[config.mk]
export PLATFORM = sky130hd
export DESIGN_NAME = cartridge_bank_mapper_with_rtc_top
export DESIGN_NICKNAME = d
export VERILOG_FILES = /design/src/sv/cbmrtc_pkg.sv /design/src/sv/cartridge_bank_mapper_with_rtc_top.sv
export SDC_FILE = /design/constraint.sdc
export NUM_CORES = 1
export LEC_CHECK = 0
export BUFFER_PORTS_ARGS = -buffer_cell sky130_fd_sc_hd__buf_2
export CORE_ASPECT_RATIO = 1.2
export CORE_UTILIZATION = 48
export CTS_CLUSTER_DIAMETER = 30
export DETAILED_ROUTE_END_ITERATION = 8
export PLACE_DENSITY = 0.71
export REMOVE_ABC_BUFFERS = 1
export SYNTH_ARGS = -nofsm -noshare
export SYNTH_HDL_FRONTEND = slang
export SYNTH_SLANG_ARGS = --single-unit
[constraint.sdc]
create_clock -name clk -period 17.05 [get_ports clk]
set_input_delay 1.705 -clock clk [delete_from_list [all_inputs] [get_ports clk]]
set_output_delay 1.705 -clock clk [all_outputs]
set_load 0.05 [all_outputs]
[src/sv/cbmrtc_pkg.sv]
package cbmrtc_pkg;

	// input item modes
	localparam logic [2:0] MODE_ROM_RD  = 3'd0;
	localparam logic [2:0] MODE_ROM_WR  = 3'd1;
	localparam logic [2:0] MODE_RAM_RD  = 3'd2;
	localparam logic [2:0] MODE_RAM_WR  = 3'd3;
	localparam logic [2:0] MODE_TICK    = 3'd4;

	// result targets
	localparam logic [1:0] TGT_NONE = 2'd0;
	localparam logic [1:0] TGT_ROM  = 2'd1;
	localparam logic [1:0] TGT_RAM  = 2'd2;
	localparam logic [1:0] TGT_REG  = 2'd3;

	// configuration register indexes
	localparam logic [2:0] CFG_ROM_SIZE  = 3'd0;
	localparam logic [2:0] CFG_ROM_BANKS = 3'd1;
	localparam logic [2:0] CFG_RAM_SIZE  = 3'd2;
	localparam logic [2:0] CFG_RAM_BANKS = 3'd3;
	localparam logic [2:0] CFG_RTC       = 3'd4;
	localparam logic [2:0] CFG_WIDE_ROM  = 3'd5;

	// ROM-area write regions, address bits 14:13
	localparam logic [1:0] RGN_RAM_EN   = 2'd0;
	localparam logic [1:0] RGN_ROM_BANK = 2'd1;
	localparam logic [1:0] RGN_RAM_BANK = 2'd2;
	localparam logic [1:0] RGN_LATCH    = 2'd3;

	// RAM bank select codes: the last RAM bank, then the clock registers
	localparam logic [7:0] SEL_LAST_RAM = 8'h07;
	localparam logic [7:0] SEL_SEC      = 8'h08;
	localparam logic [7:0] SEL_MIN      = 8'h09;
	localparam logic [7:0] SEL_HOUR     = 8'h0A;
	localparam logic [7:0] SEL_DAY_LO   = 8'h0B;
	localparam logic [7:0] SEL_DAY_HI   = 8'h0C;

	localparam logic [3:0] RAM_EN_KEY = 4'hA;
	localparam logic [7:0] OPEN_BUS   = 8'hFF;
	localparam logic [6:0] SEC_WRAP   = 7'd60;
	localparam logic [6:0] MIN_WRAP   = 7'd60;
	localparam logic [5:0] HOUR_WRAP  = 6'd24;

	typedef struct packed {
		logic [7:0]  rom_sel;
		logic [7:0]  ram_sel;
		logic        ram_en;
		logic [7:0]  latch_last;
		logic [5:0]  sec;
		logic [5:0]  min;
		logic [4:0]  hour;
		logic [8:0]  day;
		logic        halt;
		logic        day_ovf;
		logic [25:0] latched_time;
		logic [1:0]  latched_flags;
	} mapper_st_t;

	localparam mapper_st_t ST_RESET = '{
		rom_sel:       8'd1,
		ram_sel:       8'd0,
		ram_en:        1'b0,
		latch_last:    8'd0,
		sec:           6'd0,
		min:           6'd0,
		hour:          5'd0,
		day:           9'd0,
		halt:          1'b0,
		day_ovf:       1'b0,
		latched_time:  26'd0,
		latched_flags: 2'd0
	};

	typedef struct packed {
		logic [1:0]  target;
		logic [21:0] mem_address;
		logic        mem_write;
		logic [7:0]  read_data;
	} result_t;

endpackage

[src/sv/cartridge_bank_mapper_with_rtc_top.sv]
// Latency: an item accepted into the input stage has its result registered in the result register when it advances.
// Throughput: one item per cycle unless the output stalls; a stalled output holds one item in the input stage.
// All mapping and clock carry logic sits between the input stage and the result register.
// Reset (arst_n low, asynchronous): ROM bank 1, all other mapper state and configuration zero,
// no item held.
module cartridge_bank_mapper_with_rtc_top (
	input  logic        clk,
	input  logic        arst_n,
	input  logic        in_valid,
	output logic        in_ready,
	input  logic [2:0]  mode,
	input  logic [15:0] address,
	input  logic [7:0]  write_data,
	output logic        out_valid,
	input  logic        out_ready,
	output logic [1:0]  target,
	output logic [21:0] mem_address,
	output logic        mem_write,
	output logic [7:0]  read_data,
	input  logic        cfg_valid,
	output logic        cfg_ready,
	input  logic [2:0]  cfg_index,
	input  logic [22:0] cfg_data
);
	import cbmrtc_pkg::*;

	// configuration
	logic [22:0] rom_bytes_q;
	logic [8:0]  rom_nbanks_q;
	logic [16:0] ram_bytes_q;
	logic [3:0]  ram_nbanks_q;
	logic        rtc_q;
	logic        wide_rom_q;

	// input stage
	logic        valid_s1;
	logic [2:0]  mode_s1;
	logic [15:0] addr_s1;
	logic [7:0]  wdata_s1;

	mapper_st_t st_q, st_d;
	result_t    res_d, res_q;
	logic       out_valid_q;
	logic       adv;

	// combinational helpers
	logic [8:0]  rom_mask;
	logic [7:0]  rom_sel_m;
	logic [21:0] rom_off;
	logic [3:0]  ram_mask;
	logic [2:0]  ram_sel_m;
	logic [15:0] ram_off;
	logic        ram_hit;
	logic        in_ram;
	logic        rtc_sel;
	logic [7:0]  clk_rd;
	logic [7:0]  bank_wr;
	logic [6:0]  sec_inc;
	logic        sec_c;
	logic [6:0]  min_sum;
	logic        min_c;
	logic [5:0]  hour_sum;
	logic        hour_c;
	logic [9:0]  day_sum;

	assign cfg_ready = 1'b1;
	assign adv       = valid_s1 && (!out_valid_q || out_ready);
	assign in_ready  = !valid_s1 || adv;

	assign out_valid   = out_valid_q;
	assign target      = res_q.target;
	assign mem_address = res_q.mem_address;
	assign mem_write   = res_q.mem_write;
	assign read_data   = res_q.read_data;

	always_comb begin
		rom_mask  = rom_nbanks_q - 9'd1;
		rom_sel_m = (rom_nbanks_q != 9'd0) ? (st_q.rom_sel & rom_mask[7:0]) : st_q.rom_sel;
		rom_off   = addr_s1[14] ? {rom_sel_m, addr_s1[13:0]} : {8'd0, addr_s1[13:0]};

		ram_mask  = ram_nbanks_q - 4'd1;
		ram_sel_m = (ram_nbanks_q != 4'd0) ? (st_q.ram_sel[2:0] & ram_mask[2:0])
		                                   : st_q.ram_sel[2:0];
		ram_off   = {ram_sel_m, addr_s1[12:0]};
		ram_hit   = (ram_bytes_q != 17'd0) && ({1'b0, ram_off} < ram_bytes_q);
		in_ram    = (addr_s1[15:13] == 3'b101);
		rtc_sel   = rtc_q && (st_q.ram_sel <= SEL_DAY_HI);

		case (st_q.ram_sel)
			SEL_SEC:    clk_rd = {2'b00, st_q.latched_time[5:0]};
			SEL_MIN:    clk_rd = {2'b00, st_q.latched_time[11:6]};
			SEL_HOUR:   clk_rd = {3'b000, st_q.latched_time[16:12]};
			SEL_DAY_LO: clk_rd = st_q.latched_time[24:17];
			default:    clk_rd = {st_q.latched_flags[1], st_q.latched_flags[0], 5'd0,
			                      st_q.latched_time[25]};
		endcase

		bank_wr = wide_rom_q ? wdata_s1 : {1'b0, wdata_s1[6:0]};

		// one-second carry chain; each unit can exceed its range by at most one wrap
		sec_inc  = {1'b0, st_q.sec} + 7'd1;
		sec_c    = (sec_inc >= SEC_WRAP);
		min_sum  = {1'b0, st_q.min} + {6'd0, sec_c};
		min_c    = (min_sum >= MIN_WRAP);
		hour_sum = {1'b0, st_q.hour} + {5'd0, min_c};
		hour_c   = (hour_sum >= HOUR_WRAP);
		day_sum  = {1'b0, st_q.day} + {9'd0, hour_c};

		st_d  = st_q;
		res_d = '{target: TGT_NONE, mem_address: 22'd0, mem_write: 1'b0, read_data: 8'd0};

		case (mode_s1)
			MODE_ROM_RD: begin
				if (!addr_s1[15] && ({1'b0, rom_off} < rom_bytes_q)) begin
					res_d.target      = TGT_ROM;
					res_d.mem_address = rom_off;
				end else begin
					res_d.read_data = OPEN_BUS;
				end
			end
			MODE_ROM_WR: begin
				if (!addr_s1[15]) begin
					case (addr_s1[14:13])
						RGN_RAM_EN:   st_d.ram_en = (wdata_s1[3:0] == RAM_EN_KEY);
						RGN_ROM_BANK: st_d.rom_sel = (bank_wr == 8'd0) ? 8'd1 : bank_wr;
						RGN_RAM_BANK: st_d.ram_sel = wdata_s1;
						RGN_LATCH: begin
							if (rtc_q && st_q.latch_last == 8'd0 && wdata_s1 == 8'd1) begin
								st_d.latched_time  = {st_q.day, st_q.hour, st_q.min, st_q.sec};
								st_d.latched_flags = {st_q.day_ovf, st_q.halt};
							end
							st_d.latch_last = wdata_s1;
						end
						default: ;
					endcase
				end
			end
			MODE_RAM_RD: begin
				res_d.read_data = OPEN_BUS;
				if (in_ram && st_q.ram_en) begin
					if (st_q.ram_sel <= SEL_LAST_RAM) begin
						if (ram_hit) begin
							res_d.target      = TGT_RAM;
							res_d.mem_address = {6'd0, ram_off};
							res_d.read_data   = 8'd0;
						end
					end else if (rtc_sel) begin
						res_d.target    = TGT_REG;
						res_d.read_data = clk_rd;
					end
				end
			end
			MODE_RAM_WR: begin
				if (in_ram && st_q.ram_en) begin
					if (st_q.ram_sel <= SEL_LAST_RAM) begin
						if (ram_hit) begin
							res_d.target      = TGT_RAM;
							res_d.mem_address = {6'd0, ram_off};
							res_d.mem_write   = 1'b1;
						end
					end else if (rtc_sel) begin
						case (st_q.ram_sel)
							SEL_SEC:    st_d.sec = wdata_s1[5:0];
							SEL_MIN:    st_d.min = wdata_s1[5:0];
							SEL_HOUR:   st_d.hour = wdata_s1[4:0];
							SEL_DAY_LO: st_d.day = {st_q.day[8], wdata_s1};
							default: begin
								st_d.day     = {wdata_s1[0], st_q.day[7:0]};
								st_d.halt    = wdata_s1[6];
								st_d.day_ovf = wdata_s1[7];
							end
						endcase
					end
				end
			end
			MODE_TICK: begin
				if (rtc_q && !st_q.halt) begin
					st_d.sec  = sec_c ? 6'(sec_inc - SEC_WRAP) : sec_inc[5:0];
					st_d.min  = min_c ? 6'(min_sum - MIN_WRAP) : min_sum[5:0];
					st_d.hour = hour_c ? 5'(hour_sum - HOUR_WRAP) : hour_sum[4:0];
					st_d.day  = day_sum[8:0];
					if (day_sum[9])
						st_d.day_ovf = 1'b1;
				end
			end
			default: ;
		endcase
	end

	always_ff @(posedge clk or negedge arst_n) begin
		if (!arst_n) begin
			rom_bytes_q  <= '0;
			rom_nbanks_q <= '0;
			ram_bytes_q  <= '0;
			ram_nbanks_q <= '0;
			rtc_q        <= 1'b0;
			wide_rom_q   <= 1'b0;
		end else if (cfg_valid && cfg_ready) begin
			case (cfg_index)
				CFG_ROM_SIZE:  rom_bytes_q  <= cfg_data;
				CFG_ROM_BANKS: rom_nbanks_q <= cfg_data[8:0];
				CFG_RAM_SIZE:  ram_bytes_q  <= cfg_data[16:0];
				CFG_RAM_BANKS: ram_nbanks_q <= cfg_data[3:0];
				CFG_RTC:       rtc_q        <= cfg_data[0];
				CFG_WIDE_ROM:  wide_rom_q   <= cfg_data[0];
				default: ;
			endcase
		end
	end

	always_ff @(posedge clk or negedge arst_n) begin
		if (!arst_n) begin
			valid_s1 <= 1'b0;
		end else if (in_ready) begin
			valid_s1 <= in_valid;
		end
	end

	always_ff @(posedge clk) begin
		if (in_valid && in_ready) begin
			mode_s1  <= mode;
			addr_s1  <= address;
			wdata_s1 <= write_data;
		end
	end

	always_ff @(posedge clk or negedge arst_n) begin
		if (!arst_n) begin
			st_q        <= ST_RESET;
			out_valid_q <= 1'b0;
		end else if (adv) begin
			st_q        <= st_d;
			out_valid_q <= 1'b1;
		end else if (out_ready) begin
			out_valid_q <= 1'b0;
		end
	end

	always_ff @(posedge clk) begin
		if (adv)
			res_q <= res_d;
	end

`ifndef ASSERT_OFF
	a_rom_bank_nonzero: assert property (@(posedge clk) disable iff (!arst_n)
		st_q.rom_sel != 8'd0)
		else $error("ROM bank select is zero");

	a_write_only_ram: assert property (@(posedge clk) disable iff (!arst_n)
		out_valid_q && res_q.mem_write |-> res_q.target == TGT_RAM)
		else $error("RAM store flagged on a non-RAM result");

	a_none_no_addr: assert property (@(posedge clk) disable iff (!arst_n)
		out_valid_q && (res_q.target == TGT_NONE || res_q.target == TGT_REG)
		|-> res_q.mem_address == 22'd0)
		else $error("mapped offset on a result without external target");

	a_s1_holds: assert property (@(posedge clk) disable iff (!arst_n)
		valid_s1 && !adv |=> valid_s1 && $stable(mode_s1) && $stable(addr_s1))
		else $error("stalled input stage lost its item");

	a_result_holds: assert property (@(posedge clk) disable iff (!arst_n)
		out_valid_q && !out_ready |=> out_valid_q && $stable(res_q))
		else $error("stalled result changed");
`endif

endmodule
==> impl_metrics.toml, run 1 <==
[synthesis]
synth_flop_cell = "dfrtp_1"
yosys.area.top_type_share = 0.339
synth.area.top_cells = "dfrtp_1 34%, edfxtp_1 18%, ha_1 6.1%"
yosys.area.top_type = "dfrtp_1"
syn_avg_cell_area_sq_um = 11.1
postSynthCellCount = 913
synth_edf_count = 60
ys_seq_area_frac = 0.520
synth-seq-cells = 198
synth_area_sq_um = 10100
yosys_warnings = 0
synth_cell_types = 77
async_flop_share = 0.697

[global_route]
grt_usage = 0.235
grt_pass1_wl_mm = 38.9
grt_start_max_net_pins = 73
grt-ovfl-total = 0
antenna_found_initial = 0
grt_pass1_vias = 7211

[setup_path]
r2r-start = "st_q[50]"
r2r_cells = 30
crit_end = "st_q[38]"
critical_path_arrival_ps = 7120
r2r_slack_ps = 10240
crit_path_max_fanout = 9
worst_path_max_delay_cell = "a221oi_1"
rr_endpoint = "st_q[38]"
cp.required_ps = 17360
cp-startpoint = "st_q[50]"
cp_common_cell = "ha_1"
max_stage_delay_ps = 610
critPathCaptureType = "flip-flop"
startpoint_type = "flip-flop"
path_class = "reg2reg"

[timing]
setup_viol = 0
final_max_slew_viol_count = 0
fin_setup_tns_ps = 0
max_freq_mhz = 147
rsz0062_at_grt = "false"
fin_crit_ps = 6810
setup_ws_ps = 10240
fin_worst_skew_ps = 9.47
finalHoldViolations = 0
relSlewSlack = 0.367
period_share = 0.399
worst_slew_pin_slew_ps = 943

[route]
drt-pass1-iter-count = 4
drtIter0Drc = 421
postRouteAntennaNets = 0
drc = 0
post_drt_via_cell_ratio = 5.73
via_count = 7317
wl_mm = 24.0
routedWlPerCell_um = 18.8

[cts]
cts-buffers-inserted = 17
post_cts_resized = 0
cts_tree = "built"
cts_hold_buf = 0
cts_setup_buffers = 0
clkSlewWorstSetupHoldPaths_ps = 80
cts-root-buf = "clkbuf_16"
clk_latency_ps = 440
cts_buffer_depth = 2
cts_max_level = 4
cts.sink_count = 198

[final_layout]
fin_nets = 1105
diodes = 0
syn_to_final_growth_pct = 12.9
mostFrequentLayoutCells = "137 x dfrtp_1, 97 x nand2_1, 91 x buf_2, 84 x o21ai_0, 60 x edfxtp_1"
drive_gt1_frac = 0.233
fillers = 1750
stdcell_count = 1276
final_common_cell = "dfrtp_1"

[min_path]
hp-class = "reg2reg"

[power]
peakVddDrop_v = 0.0000664
powerDensity_nw_per_um2 = 111
p_leak_uw = 0.00505

[floorplan]
die_h_um = 161
fp.dieW_um = 134
die_area_sq_um = 21600
coreArea_sq_um = 20500
initial_core_util = 0.494
io_pins = 94
placementRows = 57

[placement]
place_ws_ps = 10360
place_inst = 1244
portBuffers = 92
place_congestion = 0.870
dp_hpwl_mm = 17.2

[status]
status = "complete, no violations"

[job]
cap_viol_max_count = 0
## kinds of logic (layout without fill, tap and decap cells)
logic type,after synthesis,count (layout),share of synthesized area
simple gates,270,270,0.144
compound gates,205,205,0.121
flops,198,198,0.520
buf+inv,98,196,0.0432
mux,78,78,0.0995
fa+ha+maj,49,49,0.0607
xor+xnor,14,14,0.0121
other cells,1,1,0.000371
## cell type report
type	count	area (sq um)	share of cell area
flip-flops and latches	198	5260	0.460
multi-input cells	617	4450	0.390
repair buffers	104	557	0.0488
clock buffers	18	439	0.0385
well taps	265	332	0.0290
inverters	60	225	0.0197
clock inverters	14	160	0.0140
## synthesized netlist by cell type (18+ instances only)
library cell  number
ha_1              49
nand3_1           18
inv_1             59
nor2_1            36
dfrtp_1          137
mux2_4            20
o21ai_0           84
mux2_2            50
nand2_1           97
a21oi_1           49
clkbuf_1          21
edfxtp_1          60
## critical path: cells and delay by family (launching register included)
kind / cells / cell delay [ps]
buf+inv: 1 / 110
flops: 1 / 450
xor+xnor: 1 / 200
simple gates: 8 / 1290
compound gates: 10 / 2080
mux: 1 / 290
fa+ha+maj: 9 / 2240
## worst min path at each step
stage,startpoint,end,depth (start not counted)
after floorplan,st_q[80],st_q[80],2
final,st_q[80],st_q[80],2
after global routing,st_q[80],st_q[80],2
after CTS,st_q[80],st_q[80],2
after global placement,st_q[80],st_q[80],2
after detailed placement,st_q[80],st_q[80],2
## report_power, final
| group | switching (uW) | internal (uW) | leakage [uW] | total [uW] |
|---|---|---|---|---|
| clock network | 197 | 213 | 0.000296 | 410 |
| registers | 68.4 | 554 | 0.00236 | 622 |
| logic | 135 | 97.4 | 0.00239 | 233 |
| total | 400 | 864 | 0.00505 | 1260 |
## through the flow
step                      total power (uW)  cell area [sq um]  hold slack [ps]  utilization
after global routing                  1330              11400              524        0.558
after detailed placement               863              10800              476        0.529
after global placement                 857              10800              466        0.529
final                                 1260              11400              483        0.558
after CTS                             1270              11400              492        0.558
after floorplan                        777               9900              450            -
## flip-flops by register name (all words and copies together) (netlist names), 2 cells and up
signal and flops:
ram_nbanks_q 4, addr_s1 16, st_q 81, ram_bytes_q 17, rom_nbanks_q 9, target 2
mem_address 22, read_data 8, rom_bytes_q 23, wdata_s1 8, mode_s1 3
## routing by layer
layer | up-vias | GRT usage | routed length, um | part of all wire
met4 | 0 | 0.108 | 776 | 0.032
met3 | 40 | 0.0333 | 910 | 0.038
met2 | 176 | 0.396 | 11900 | 0.50
met5 | - | 0 | 0 | 0
li1 | 3471 | - | - | -
met1 | 3630 | 0.299 | 10300 | 0.43
(Power assumes the default switching activity.)
==> run 2: changes to the inputs <==
Settings changed: PLACE_DENSITY 0.71 to 0.73.
Clock period 17.05 ns to 6.25 ns, I/O delays scaled along.
==> run 2 against run 1 <==
Compared with the run above: register-to-register slack got worse by 9800 ps; core utilization grew 0.22 points; worst hold slack worse by 300 ps; largest power group unchanged; routed wire length fell by 1.1%; flip-flop and latch count stayed put; fmax is 17% higher; global-route usage shrank 0.50 points; clock-buffer cell count is the same; worst setup slack worse by 9800 ps.
==> impl_metrics.toml, run 2 (synthesis results as in run 1) <==
[placement]
place_inst = 1247
place_ws_ps = 154
dp_hpwl_mm = 17.0
portBuffers = 92
place_congestion = 0.858

[cts]
cts.sink_count = 198
clkSlewWorstSetupHoldPaths_ps = 80
cts_hold_buf = 0
clk_latency_ps = 440
cts_max_level = 4
cts-buffers-inserted = 17
cts-root-buf = "clkbuf_16"
cts_tree = "built"
cts_buffer_depth = 2

[power]
switchingPower_uw = 1070
intPower_uw = 2380
powerDensity_nw_per_um2 = 301
p_leak_uw = 0.00506
clkPwrFrac = 0.323
swShare = 0.309
peakVddDrop_v = 0.000189
combPwrFrac = 0.186
p_seq_frac = 0.491

[route]
via_count = 7331
wl_mm = 23.7
post_drt_via_cell_ratio = 5.73
drc = 0
postRouteAntennaNets = 0
drtIter0Drc = 527
drt-pass1-iter-count = 5
routedWlPerCell_um = 18.5

[setup_path]
cp_common_cell = "ha_1"
path_class = "reg2reg"
cp.required_ps = 6600
critical_path_arrival_ps = 6180
crit_path_max_fanout = 7
r2r_slack_ps = 430
startpoint_type = "flip-flop"
max_stage_delay_ps = 450
crit_end = "st_q[38]"
cp-startpoint = "st_q[50]"
critPathCaptureType = "flip-flop"
rr_endpoint = "st_q[38]"
worst_path_max_delay_cell = "dfrtp_2"
r2r-start = "st_q[50]"
r2r_cells = 30

[timing]
fin_worst_skew_ps = 17.6
setup_viol = 0
max_freq_mhz = 172
period_share = 0.932
holdWs_ps = 181
final_max_slew_viol_count = 0
worst_slew_pin_slew_ps = 1170
relSlewSlack = 0.207
fin_setup_tns_ps = 0
finalHoldViolations = 0
setup_ws_ps = 427
rsz0062_at_grt = "false"
fin_crit_ps = 5820

[final_layout]
final_common_cell = "dfrtp_1"
mostFrequentLayoutCells = "136 x dfrtp_1, 97 x nand2_1, 91 x buf_2, 82 x o21ai_0, 60 x edfxtp_1"
largest_reg_flops = 81
syn_to_final_growth_pct = 13.4
drive_gt1_frac = 0.240
stdcell_count = 1279
top_register = "st_q"
fin_nets = 1108
diodes = 0

[floorplan]
placementRows = 57
initial_core_util = 0.494
die_h_um = 161
coreArea_sq_um = 20500
die_area_sq_um = 21600
fp.dieW_um = 134
io_pins = 94

[status]
status = "complete, no violations"

[global_route]
antenna_found_initial = 0
grt-ovfl-total = 0
grt_usage = 0.230
grt_start_max_net_pins = 77
grt_pass1_vias = 7206
grt_pass1_wl_mm = 38.2

[job]
cap_viol_max_count = 0

[min_path]
hp-class = "in2async"
-- run 2: cell count changes in the layout (fill, tap and decap cells not counted), sizes merged --
cell	change
buf	+3
inv	-2
bufinv	+1
clkinvlp	+1
-- run 2: critical path, delay by kind of cell, from the launching register on --
| family | cells | cell delay, ps |
|---|---|---|
| adder cells (fa/ha/maj) | 9 | 1880 |
| AO/OA/AOI/OAI | 9 | 1530 |
| AND/OR/NAND/NOR | 8 | 1200 |
| flip-flops | 1 | 450 |
| multiplexers | 1 | 280 |
| buffers and inverters | 2 | 250 |
| XOR/XNOR | 1 | 160 |
-- run 2: metrics by stage --
stage,total power (uW),area [sq um],utilization
after global routing,3630,11500,0.560
after detailed placement,2350,10800,0.530
after global placement,2330,10800,0.530
after floorplan,2120,9900,-
final,3450,11500,0.560
after CTS,3470,11400,0.559
-- run 2: final cells by class --
| class | instances | area, sq um |
|---|---|---|
| Tap cell | 265 | 332 |
| Sequential cell | 198 | 5260 |
| Fill cell | 1707 | 9010 |
| Inverter | 60 | 225 |
| Clock inverter | 14 | 164 |
| Multi-Input combinational cell | 617 | 4480 |
| Clock buffer | 18 | 429 |
| Timing Repair Buffer | 107 | 579 |
-- run 2: worst min path at each step --
stage / slack [ps] / cells past startpoint / endpoint / start
finish: 180 / 1 / rom_bytes_q[6] / arst_n
global route: 240 / 1 / rom_bytes_q[6] / arst_n
CTS: 220 / 1 / rom_bytes_q[6] / arst_n
detailed placement: 490 / 1 / rom_bytes_q[0] / rom_bytes_q[0]
global placement: 470 / 2 / st_q[73] / st_q[73]
floorplan: 330 / 0 / out_valid / arst_n
-- run 2: power groups by stage --
| stage | logic [uW] | clock network, uW | registers (uW) |
|---|---|---|---|
| finish | 642 | 1120 | 1690 |
| global route | 726 | 1190 | 1720 |
| CTS | 643 | 1140 | 1690 |
| detailed placement | 637 | 0 | 1720 |
| global placement | 622 | 0 | 1710 |
| floorplan | 410 | 0 | 1710 |
-- run 2: repair_timing --
| action | CTS | global route |
|---|---|---|
| setup endpoints to repair | 0 | 7 |
| buffers inserted | 0 | 0 |
| gates resized for setup | 0 | 8 |
-- run 2: metal layers --
layer,share of wire,wire [um],global-route usage
met1,0.44,10500,0.304
met4,0.028,670,0.0894
met2,0.49,11500,0.379
met3,0.044,1040,0.0380
met5,0,0,0
